===== src/rtl/bfcd_pkg.sv =====
`timescale 1ns / 1ps
`default_nettype none

package bfcd_pkg;

  localparam int FRAME_DEPTH = 32;
  localparam int WP_W        = $clog2(FRAME_DEPTH + 1);
  localparam int IDX_W       = $clog2(FRAME_DEPTH);
  localparam int WINDOW      = 9;
  localparam int KIND_W      = 3;

  typedef logic [7:0] byte_t;

  localparam byte_t CHAR_OPEN  = 8'h7B;
  localparam byte_t CHAR_CLOSE = 8'h7D;
  localparam byte_t CHAR_G     = 8'h47;
  localparam byte_t CHAR_O     = 8'h4F;
  localparam byte_t CHAR_E     = 8'h45;
  localparam byte_t CHAR_N     = 8'h4E;
  localparam byte_t CHAR_D     = 8'h44;
  localparam byte_t CHAR_S     = 8'h53;
  localparam byte_t CHAR_A     = 8'h41;
  localparam byte_t CHAR_M     = 8'h4D;

  typedef enum logic [KIND_W-1:0] {
    CMD_UNKNOWN = 3'd0,
    CMD_GO      = 3'd1,
    CMD_END     = 3'd2,
    CMD_SENSOR  = 3'd3,
    CMD_ALERT   = 3'd4,
    CMD_PAYMENT = 3'd5
  } cmd_kind_t;

  typedef struct packed {
    logic                     close;
    logic                     framed;
    byte_t [WINDOW-1:0]       field;
  } frame_view_t;

  typedef struct packed {
    cmd_kind_t    kind;
    logic [15:0]  money;
    byte_t        hunger;
    byte_t        happy;
    byte_t        thirst;
    logic [63:0]  text;
  } cmd_t;

endpackage

`default_nettype wire


===== src/rtl/bfcd_rx_if.sv =====
`timescale 1ns / 1ps
`default_nettype none

interface bfcd_rx_if import bfcd_pkg::*; ();
  logic  valid;
  logic  ready;
  byte_t rx_byte;

  modport source (output valid, output rx_byte, input ready);
  modport sink (input valid, input rx_byte, output ready);
endinterface

`default_nettype wire


===== src/rtl/bfcd_cmd_if.sv =====
`timescale 1ns / 1ps
`default_nettype none

interface bfcd_cmd_if import bfcd_pkg::*; ();
  logic              valid;
  logic              ready;
  logic [KIND_W-1:0] cmd_kind;
  logic [15:0]       money_value;
  byte_t             hunger_level;
  byte_t             happy_level;
  byte_t             thirst_level;
  logic [63:0]       alert_text;

  modport source (
    output valid, output cmd_kind, output money_value, output hunger_level,
    output happy_level, output thirst_level, output alert_text, input ready
  );
  modport sink (
    input valid, input cmd_kind, input money_value, input hunger_level,
    input happy_level, input thirst_level, input alert_text, output ready
  );
endinterface

`default_nettype wire


===== src/rtl/bfcd_frame_tracker.sv =====
`timescale 1ns / 1ps
`default_nettype none

module bfcd_frame_tracker import bfcd_pkg::*; (
  input  wire         clk,
  input  wire         rst,
  input  wire         accept,
  input  byte_t       rx_byte,
  output frame_view_t view
);

  byte_t              store [FRAME_DEPTH];
  byte_t              store_next [FRAME_DEPTH];
  logic [WP_W-1:0]    wr_pos, wr_pos_next;
  logic [WP_W-1:0]    open_pos, open_pos_next;
  logic               open_seen, open_seen_next;
  byte_t [WINDOW-1:0] ahead, ahead_next;
  byte_t [WINDOW-1:0] field, field_next;

  logic               room;
  logic [IDX_W-1:0]   wr_idx;
  logic               is_open;
  logic               is_close;
  logic [WP_W:0]      far_pos;
  byte_t              far_byte;
  logic [WP_W-1:0]    offset;
  logic               write_en;

  // The ahead window holds the store bytes just past the write position, so
  // the nine field bytes behind an opening brace can be captured at once.
  always_comb begin
    room     = wr_pos < WP_W'(FRAME_DEPTH);
    wr_idx   = wr_pos[IDX_W-1:0];
    is_open  = rx_byte == CHAR_OPEN;
    is_close = rx_byte == CHAR_CLOSE;
    write_en = accept && room;
    far_pos  = {1'b0, wr_pos} + (WP_W + 1)'(WINDOW + 1);
    far_byte = (far_pos < (WP_W + 1)'(FRAME_DEPTH)) ? store[far_pos[IDX_W-1:0]] : '0;
    offset   = wr_pos - open_pos;
  end

  always_comb begin
    for (int k = 0; k < FRAME_DEPTH; k++) begin
      store_next[k] = (write_en && wr_idx == IDX_W'(k)) ? rx_byte : store[k];
    end
  end

  always_comb begin
    field_next = field;
    if (write_en && open_seen) begin
      for (int j = 0; j < WINDOW; j++) begin
        if (offset == WP_W'(j + 1)) begin
          field_next[j] = rx_byte;
        end
      end
    end else if (write_en && is_open) begin
      field_next = ahead;
    end
  end

  always_comb begin
    ahead_next     = ahead;
    wr_pos_next    = wr_pos;
    open_pos_next  = open_pos;
    open_seen_next = open_seen;
    if (accept && is_close) begin
      for (int j = 0; j < WINDOW; j++) begin
        ahead_next[j] = store_next[j + 1];
      end
      wr_pos_next    = '0;
      open_pos_next  = '0;
      open_seen_next = 1'b0;
    end else if (write_en) begin
      for (int j = 0; j < WINDOW - 1; j++) begin
        ahead_next[j] = ahead[j + 1];
      end
      ahead_next[WINDOW-1] = far_byte;
      wr_pos_next          = wr_pos + WP_W'(1);
      if (is_open && !open_seen) begin
        open_seen_next = 1'b1;
        open_pos_next  = wr_pos;
      end
    end
  end

  always_ff @(posedge clk) begin
    if (rst) begin
      for (int k = 0; k < FRAME_DEPTH; k++) begin
        store[k] <= '0;
      end
      wr_pos    <= '0;
      open_pos  <= '0;
      open_seen <= 1'b0;
      ahead     <= '0;
      field     <= '0;
    end else begin
      for (int k = 0; k < FRAME_DEPTH; k++) begin
        store[k] <= store_next[k];
      end
      wr_pos    <= wr_pos_next;
      open_pos  <= open_pos_next;
      open_seen <= open_seen_next;
      ahead     <= ahead_next;
      field     <= field_next;
    end
  end

  assign view.close  = is_close;
  assign view.framed = open_seen;
  assign view.field  = field_next;

endmodule

`default_nettype wire


===== src/rtl/bfcd_decoder.sv =====
`timescale 1ns / 1ps
`default_nettype none

module bfcd_decoder import bfcd_pkg::*; (
  input  frame_view_t view,
  output cmd_t        cmd
);

  byte_t c1, c2, c3, c4;

  always_comb begin
    c1  = view.field[0];
    c2  = view.field[1];
    c3  = view.field[2];
    c4  = view.field[3];
    cmd = '0;
    cmd.kind = CMD_UNKNOWN;
    if (view.framed) begin
      if (c1 == CHAR_G && c2 == CHAR_O) begin
        cmd.kind  = CMD_GO;
        cmd.money = {c3, c4};
      end else if (c1 == CHAR_E && c2 == CHAR_N && c3 == CHAR_D) begin
        cmd.kind = CMD_END;
      end else if (c1 == CHAR_S) begin
        cmd.kind   = CMD_SENSOR;
        cmd.hunger = c2;
        cmd.happy  = c3;
        cmd.thirst = c4;
      end else if (c1 == CHAR_A) begin
        cmd.kind = CMD_ALERT;
        cmd.text = {view.field[1], view.field[2], view.field[3], view.field[4],
                    view.field[5], view.field[6], view.field[7], view.field[8]};
      end else if (c1 == CHAR_M) begin
        cmd.kind  = CMD_PAYMENT;
        cmd.money = {c2, c3};
      end
    end
  end

endmodule

`default_nettype wire


===== src/rtl/brace_frame_command_decoder.sv =====
// Brace-framed command decoder. Received bytes arrive one beat at a time on
// rx and are written into a 32-byte frame store; the first '{' of a frame
// is remembered, and each '}' yields one decoded command beat on cmd (go,
// end, sensor, alert, payment or unknown) in the cycle after it is taken. A
// byte is accepted every cycle while the output register is empty or being
// drained, so the sustained rate is one byte per clock; the output register
// alone decides back-pressure. The store is cleared by reset and not between
// frames, so field bytes beyond a short frame read older contents.
`timescale 1ns / 1ps
`default_nettype none

module brace_frame_command_decoder import bfcd_pkg::*; (
  input wire          clk,
  input wire          rst,
  bfcd_rx_if.sink     rx,
  bfcd_cmd_if.source  cmd
);

  logic        accept;
  frame_view_t view;
  cmd_t        decoded;
  cmd_t        result;
  logic        out_valid, out_valid_next;

  assign rx.ready = !out_valid || cmd.ready;
  assign accept   = rx.valid && rx.ready;

  bfcd_frame_tracker u_tracker (
    .clk     (clk),
    .rst     (rst),
    .accept  (accept),
    .rx_byte (rx.rx_byte),
    .view    (view)
  );

  bfcd_decoder u_decoder (
    .view (view),
    .cmd  (decoded)
  );

  always_comb begin
    out_valid_next = out_valid && !cmd.ready;
    if (accept && view.close) begin
      out_valid_next = 1'b1;
    end
  end

  always_ff @(posedge clk) begin
    if (rst) begin
      out_valid <= 1'b0;
    end else begin
      out_valid <= out_valid_next;
    end
  end

  always_ff @(posedge clk) begin
    if (accept && view.close) begin
      result <= decoded;
    end
  end

  assign cmd.valid        = out_valid;
  assign cmd.cmd_kind     = result.kind;
  assign cmd.money_value  = result.money;
  assign cmd.hunger_level = result.hunger;
  assign cmd.happy_level  = result.happy;
  assign cmd.thirst_level = result.thirst;
  assign cmd.alert_text   = result.text;

  a_close_gives_beat: assert property (@(posedge clk) disable iff (rst)
    rx.valid && rx.ready && rx.rx_byte == CHAR_CLOSE |=> cmd.valid)
    else $error("closing brace did not produce a command beat");

  a_no_spurious_beat: assert property (@(posedge clk) disable iff (rst)
    rx.valid && rx.ready && rx.rx_byte != CHAR_CLOSE && !(cmd.valid && !cmd.ready)
    |=> !cmd.valid)
    else $error("command beat without a closing brace");

  a_money_only_go_pay: assert property (@(posedge clk) disable iff (rst)
    cmd.valid && cmd.cmd_kind != CMD_GO && cmd.cmd_kind != CMD_PAYMENT
    |-> cmd.money_value == '0)
    else $error("money value set on a command that carries none");

  a_text_only_alert: assert property (@(posedge clk) disable iff (rst)
    cmd.valid && cmd.cmd_kind != CMD_ALERT |-> cmd.alert_text == '0)
    else $error("alert text set on a non-alert command");

endmodule

`default_nettype wire


===== src/flat_wrapper.sv =====
// flat-port wrapper written by rule: the top's interface ports become plain ports
module brace_frame_command_decoder_flat import bfcd_pkg::*;
  (clk, rst, rx_valid, rx_rx_byte, rx_ready, cmd_valid, cmd_cmd_kind, cmd_money_value, cmd_hunger_level, cmd_happy_level, cmd_thirst_level, cmd_alert_text, cmd_ready);
  bfcd_rx_if rx_i ();
  bfcd_cmd_if cmd_i ();
  input wire clk;
  input wire rst;
  input wire logic [$bits(rx_i.valid)-1:0] rx_valid;
  input wire logic [$bits(rx_i.rx_byte)-1:0] rx_rx_byte;
  output wire logic [$bits(rx_i.ready)-1:0] rx_ready;
  output wire logic [$bits(cmd_i.valid)-1:0] cmd_valid;
  output wire logic [$bits(cmd_i.cmd_kind)-1:0] cmd_cmd_kind;
  output wire logic [$bits(cmd_i.money_value)-1:0] cmd_money_value;
  output wire logic [$bits(cmd_i.hunger_level)-1:0] cmd_hunger_level;
  output wire logic [$bits(cmd_i.happy_level)-1:0] cmd_happy_level;
  output wire logic [$bits(cmd_i.thirst_level)-1:0] cmd_thirst_level;
  output wire logic [$bits(cmd_i.alert_text)-1:0] cmd_alert_text;
  input wire logic [$bits(cmd_i.ready)-1:0] cmd_ready;
  assign rx_i.valid = rx_valid;
  assign rx_i.rx_byte = rx_rx_byte;
  assign rx_ready = rx_i.ready;
  assign cmd_valid = cmd_i.valid;
  assign cmd_cmd_kind = cmd_i.cmd_kind;
  assign cmd_money_value = cmd_i.money_value;
  assign cmd_hunger_level = cmd_i.hunger_level;
  assign cmd_happy_level = cmd_i.happy_level;
  assign cmd_thirst_level = cmd_i.thirst_level;
  assign cmd_alert_text = cmd_i.alert_text;
  assign cmd_i.ready = cmd_ready;
  brace_frame_command_decoder u_core (.clk(clk), .rst(rst), .rx(rx_i), .cmd(cmd_i));
endmodule

===== config.mk =====
export PLATFORM = sky130hd
export DESIGN_NAME = brace_frame_command_decoder_flat
export DESIGN_NICKNAME = d
export VERILOG_FILES = /design/src/rtl/bfcd_pkg.sv /design/src/rtl/bfcd_rx_if.sv /design/src/rtl/bfcd_cmd_if.sv /design/src/rtl/bfcd_frame_tracker.sv /design/src/rtl/bfcd_decoder.sv /design/src/rtl/brace_frame_command_decoder.sv /design/src/flat_wrapper.sv
export SDC_FILE = /design/constraint.sdc
export NUM_CORES = 1
export LEC_CHECK = 0
export BUFFER_PORTS_ARGS = -buffer_cell sky130_fd_sc_hd__buf_2
export CAP_MARGIN = 20
export CORE_UTILIZATION = 30
export DETAILED_ROUTE_END_ITERATION = 10
export HOLD_SLACK_MARGIN = 0.1
export PLACE_DENSITY = 0.51
export REMOVE_ABC_BUFFERS = 1
export SKIP_CTS_REPAIR_TIMING = 1
export SYNTH_ARGS = -nofsm -noshare
export SYNTH_HDL_FRONTEND = slang
export SYNTH_SLANG_ARGS = --single-unit

===== constraint.sdc =====
create_clock -name clk -period 7.7 [get_ports clk]
set_input_delay 1.155 -clock clk [delete_from_list [all_inputs] [get_ports clk]]
set_output_delay 1.155 -clock clk [all_outputs]
set_load 0.005 [all_outputs]

==> flow_summary_export.csv <==
group,metric,value,unit
synth,ys_seq_elements,521,
timing,timing.final.ws_setup,2.86,ns
grt,grt_first_pass_wirelength,97400,µm
synth,syn_avg_cell_area,12.0,µm²
route,drc,14,
pwr,p_seq_frac,0.503,
critical_path,cp_slowest_cell,"o32ai_4",
job,max-cap-violations,0,
synth,synthFlopType,"edfxtp_1",
timing,report.final.setup_viol,0,
timing,holdWs,0.468,ns
critical_path,cp_max_fo,38,
critical_path,cpMostUsedCell,"inv_1",
placed_design,dp_hpwl,42800,µm
placed_design,placed_area,23700,µm²
clock_network,cts_max_level,2,
floorplan,pin_count,121,
cells_and_area,final_cell_area,25500,µm²
cells_and_area,layout.cells.non_filler,2930,
route,drt_pass1_iterations,8,
cells_and_area,layout_commonest_cell,"nor2_1",
outcome,failed_checks,"DRC",
pwr,ir_worst_vdd,0.000175,V
timing,fin_crit_sh,0.629,
synth,syn_area,22200,µm²
pwr,comb_power_share,0.062,
clock_network,clk_latency,0.61,ns
route,routed-via-count,15200,
timing,fin_crit,4.84,ns
clock_network,tritoncts,"done",
critical_path,cp-start-kind,"flop",
synth,synth-edff-count,291,
pwr,switching_share,0.232,
synth,ys_top_cells_by_area,"edfxtp_1, dfxtp_1, mux4_2",
synth,synthesis.instances,1852,
route,ant_nets,0,
route,drt_iter0_markers,1241,
critical_path,cp_slowest_stage_delay,0.62,ns
floorplan,initial_core_util,0.304,
cells_and_area,final_cell_mix,"nor2_1, edfxtp_1, dfxtp_1",
clock_network,clkTransAtPathRegs,0.06,ns
timing,max_freq,206,MHz
clock_network,clock_sinks,521,
pwr,clockPowerShare,0.434,
worst_hold_path,hp-class,"flop to flop",
floorplan,die_w,274,µm
pwr,intPower,4.65,mW
clock_network,cts.path.max_buffers,3,
synth,synth.top_cell.area_share,0.394,
pwr,power_density,237,nW/µm²
critical_path,path_class,"flop to flop",
synth,synthArstFlopShare,0,
grt,antenna_found_initial,1,
floorplan,fp.dieArea,75100,µm²
critical_path,crit_required,8.14,ns
timing,skew,0.0244,ns
pwr,p_sw,1.40,mW
cells_and_area,fin_nets,1949,
timing,tightest_slew,1.02,ns
route,drt-total-wl,64600,µm
timing,slew_headroom,0.317,
placed_design,numPortBuffers,120,
cells_and_area,areaGrowthSynthToFinish,14.9,%
timing,rsz0062_at_grt,"no",
clock_network,cts-root-buf,"clkbuf_16",
floorplan,core-area,73100,µm²
placed_design,gp_congestion,0.859,
grt,globalRouteOverflowTotal,0,
synth,synth.yosys.seq_area_share,0.601,
synth,ys_types,82,
synth,yosysWarnings,0,
critical_path,end_kind,"flop",
cells_and_area,antennaDiodeCount,0,
route,wl_per_cell,22.1,µm
critical_path,path_cells,"inv_1 > ha_1 > inv_1 > fa_1 > and3_1 > o31a_1 > o32ai_4 > a21oi_1 > a2111oi_2 > o2111ai_2 > nor4_4 > nand2_1 > o22ai_1",
placed_design,placedCellCount,2824,
pwr,p_leak,8.60,nW
synth,yosysTopAreaCell,"edfxtp_1",
placed_design,pre_cts_ws,2.14,ns
timing,setup_tns,0,ns
grt,track_usage,0.171,
clock_network,cts_made_buffers,56,
floorplan,fp.dieH,274,µm
critical_path,arrival,5.28,ns
route,vias_per_cell,5.18,
timing,final-hold-violation-count,0,
grt,grt_pass1_vias,15100,
floorplan,fp-row-count,99,
grt,grt_start_max_net_pins,93,
timing,slew_viol_final,0,
cells_and_area,drive_gt1_frac,0.186,
outcome,status,"complete, but fails checks",
[critical path, delay by kind of cell, from the launching register on]
family,cells,cell delay (ns)
buffers and inverters,2,0.26
AO/OA/AOI/OAI,6,2.26
AND/OR/NAND/NOR,3,0.90
adder cells (fa/ha/maj),2,0.64
flip-flops,1,0.57
[per-stage QoR]
| step | utilization | power (mW) |
|---|---|---|
| final | 0.349 | 6.05 |
| after global placement | 0.324 | 3.47 |
| after detailed placement | 0.324 | 3.48 |
| after floorplan | - | 3.33 |
| after CTS | 0.349 | 6.11 |
| after global routing | 0.349 | 6.25 |
[per-layer routing]
layer	share of wire	GRT usage	vias up
met4	0.018	0.0449	0
met1	0.45	0.239	7768
met3	0.052	0.0224	82
met2	0.48	0.279	411
met5	0	0	-
li1	-	-	6927
[path summary, 6_finish.rpt]
kind	slack (ns)	from	cells after the start	to
hold / removal	0.47	u_core.u_tracker.open_pos[2]$_SDFFE_PP0P_	2	u_core.u_tracker.open_pos[2]$_SDFFE_PP0P_
setup / recovery	2.86	u_core.u_tracker.wr_pos[0]$_SDFFE_PP0P_	13	u_core.cmd.money_value[10]$_SDFFCE_PN0P_
setup reg to reg	2.86	u_core.u_tracker.wr_pos[0]$_SDFFE_PP0P_	13	u_core.cmd.money_value[10]$_SDFFCE_PN0P_
hold reg to reg	0.47	u_core.u_tracker.open_pos[2]$_SDFFE_PP0P_	2	u_core.u_tracker.open_pos[2]$_SDFFE_PP0P_
[cell families after synthesis]
family          share of synthesized area
compound gates                      0.103
buf+inv                            0.0288
flops                               0.601
simple gates                        0.130
mux                                 0.124
xor+xnor                          0.00434
fa+ha+maj                         0.00767
[cells in the mapped netlist, drive strengths merged, types with 12 or more instances]
cell    count
mux2i      90
a31o       13
edfxtp    291
nand3      38
nand2b     20
ha         12
clkbuf    100
and3       13
a211oi     16
a311oi     16
nor3       14
a21oi     107
inv        27
a22o       50
mux4       80
nand2     168
o22ai      17
nor2      332
o21ai      61
dfxtp     230
buf        35
nor2b      15
[area by class of cell]
| cell class | instances | area (µm²) |
|---|---|---|
| Multi-Input combinational cell | 1169 | 8240 |
| Fill cell | 7182 | 47600 |
| Clock buffer | 71 | 1460 |
| Inverter | 27 | 106 |
| Timing Repair Buffer | 149 | 845 |
| Sequential cell | 521 | 13400 |
| Tap cell | 959 | 1200 |
| Clock inverter | 34 | 303 |
[flip-flops by register name, indices dropped and copies added (netlist names)]
signal,flops
u_core.cmd.happy_level,8
u_core.u_tracker.open_pos,6
u_core.cmd.hunger_level,8
u_core.u_tracker.ahead,72
u_core.u_tracker.field,72
u_core.cmd.thirst_level,8
u_core.u_tracker.open_seen,1
u_core.u_tracker.store,256
u_core.cmd.valid,1
u_core.cmd.alert_text,64
u_core.cmd.cmd_kind,3
u_core.u_tracker.wr_pos,6
u_core.cmd.money_value,16
[power by group through the flow]
| stage | Sequential (mW) | Clock (mW) | Combinational, mW |
|---|---|---|---|
| 4_1_cts | 3.05 | 2.69 | 0.377 |
| 2_1_floorplan | 3.10 | 0 | 0.225 |
| 5_1_grt | 3.05 | 2.79 | 0.399 |
| 3_5_place_dp | 3.11 | 0 | 0.376 |
| 3_3_place_gp | 3.10 | 0 | 0.372 |
| 6_report | 3.05 | 2.63 | 0.377 |
(Power assumes the default switching activity.)
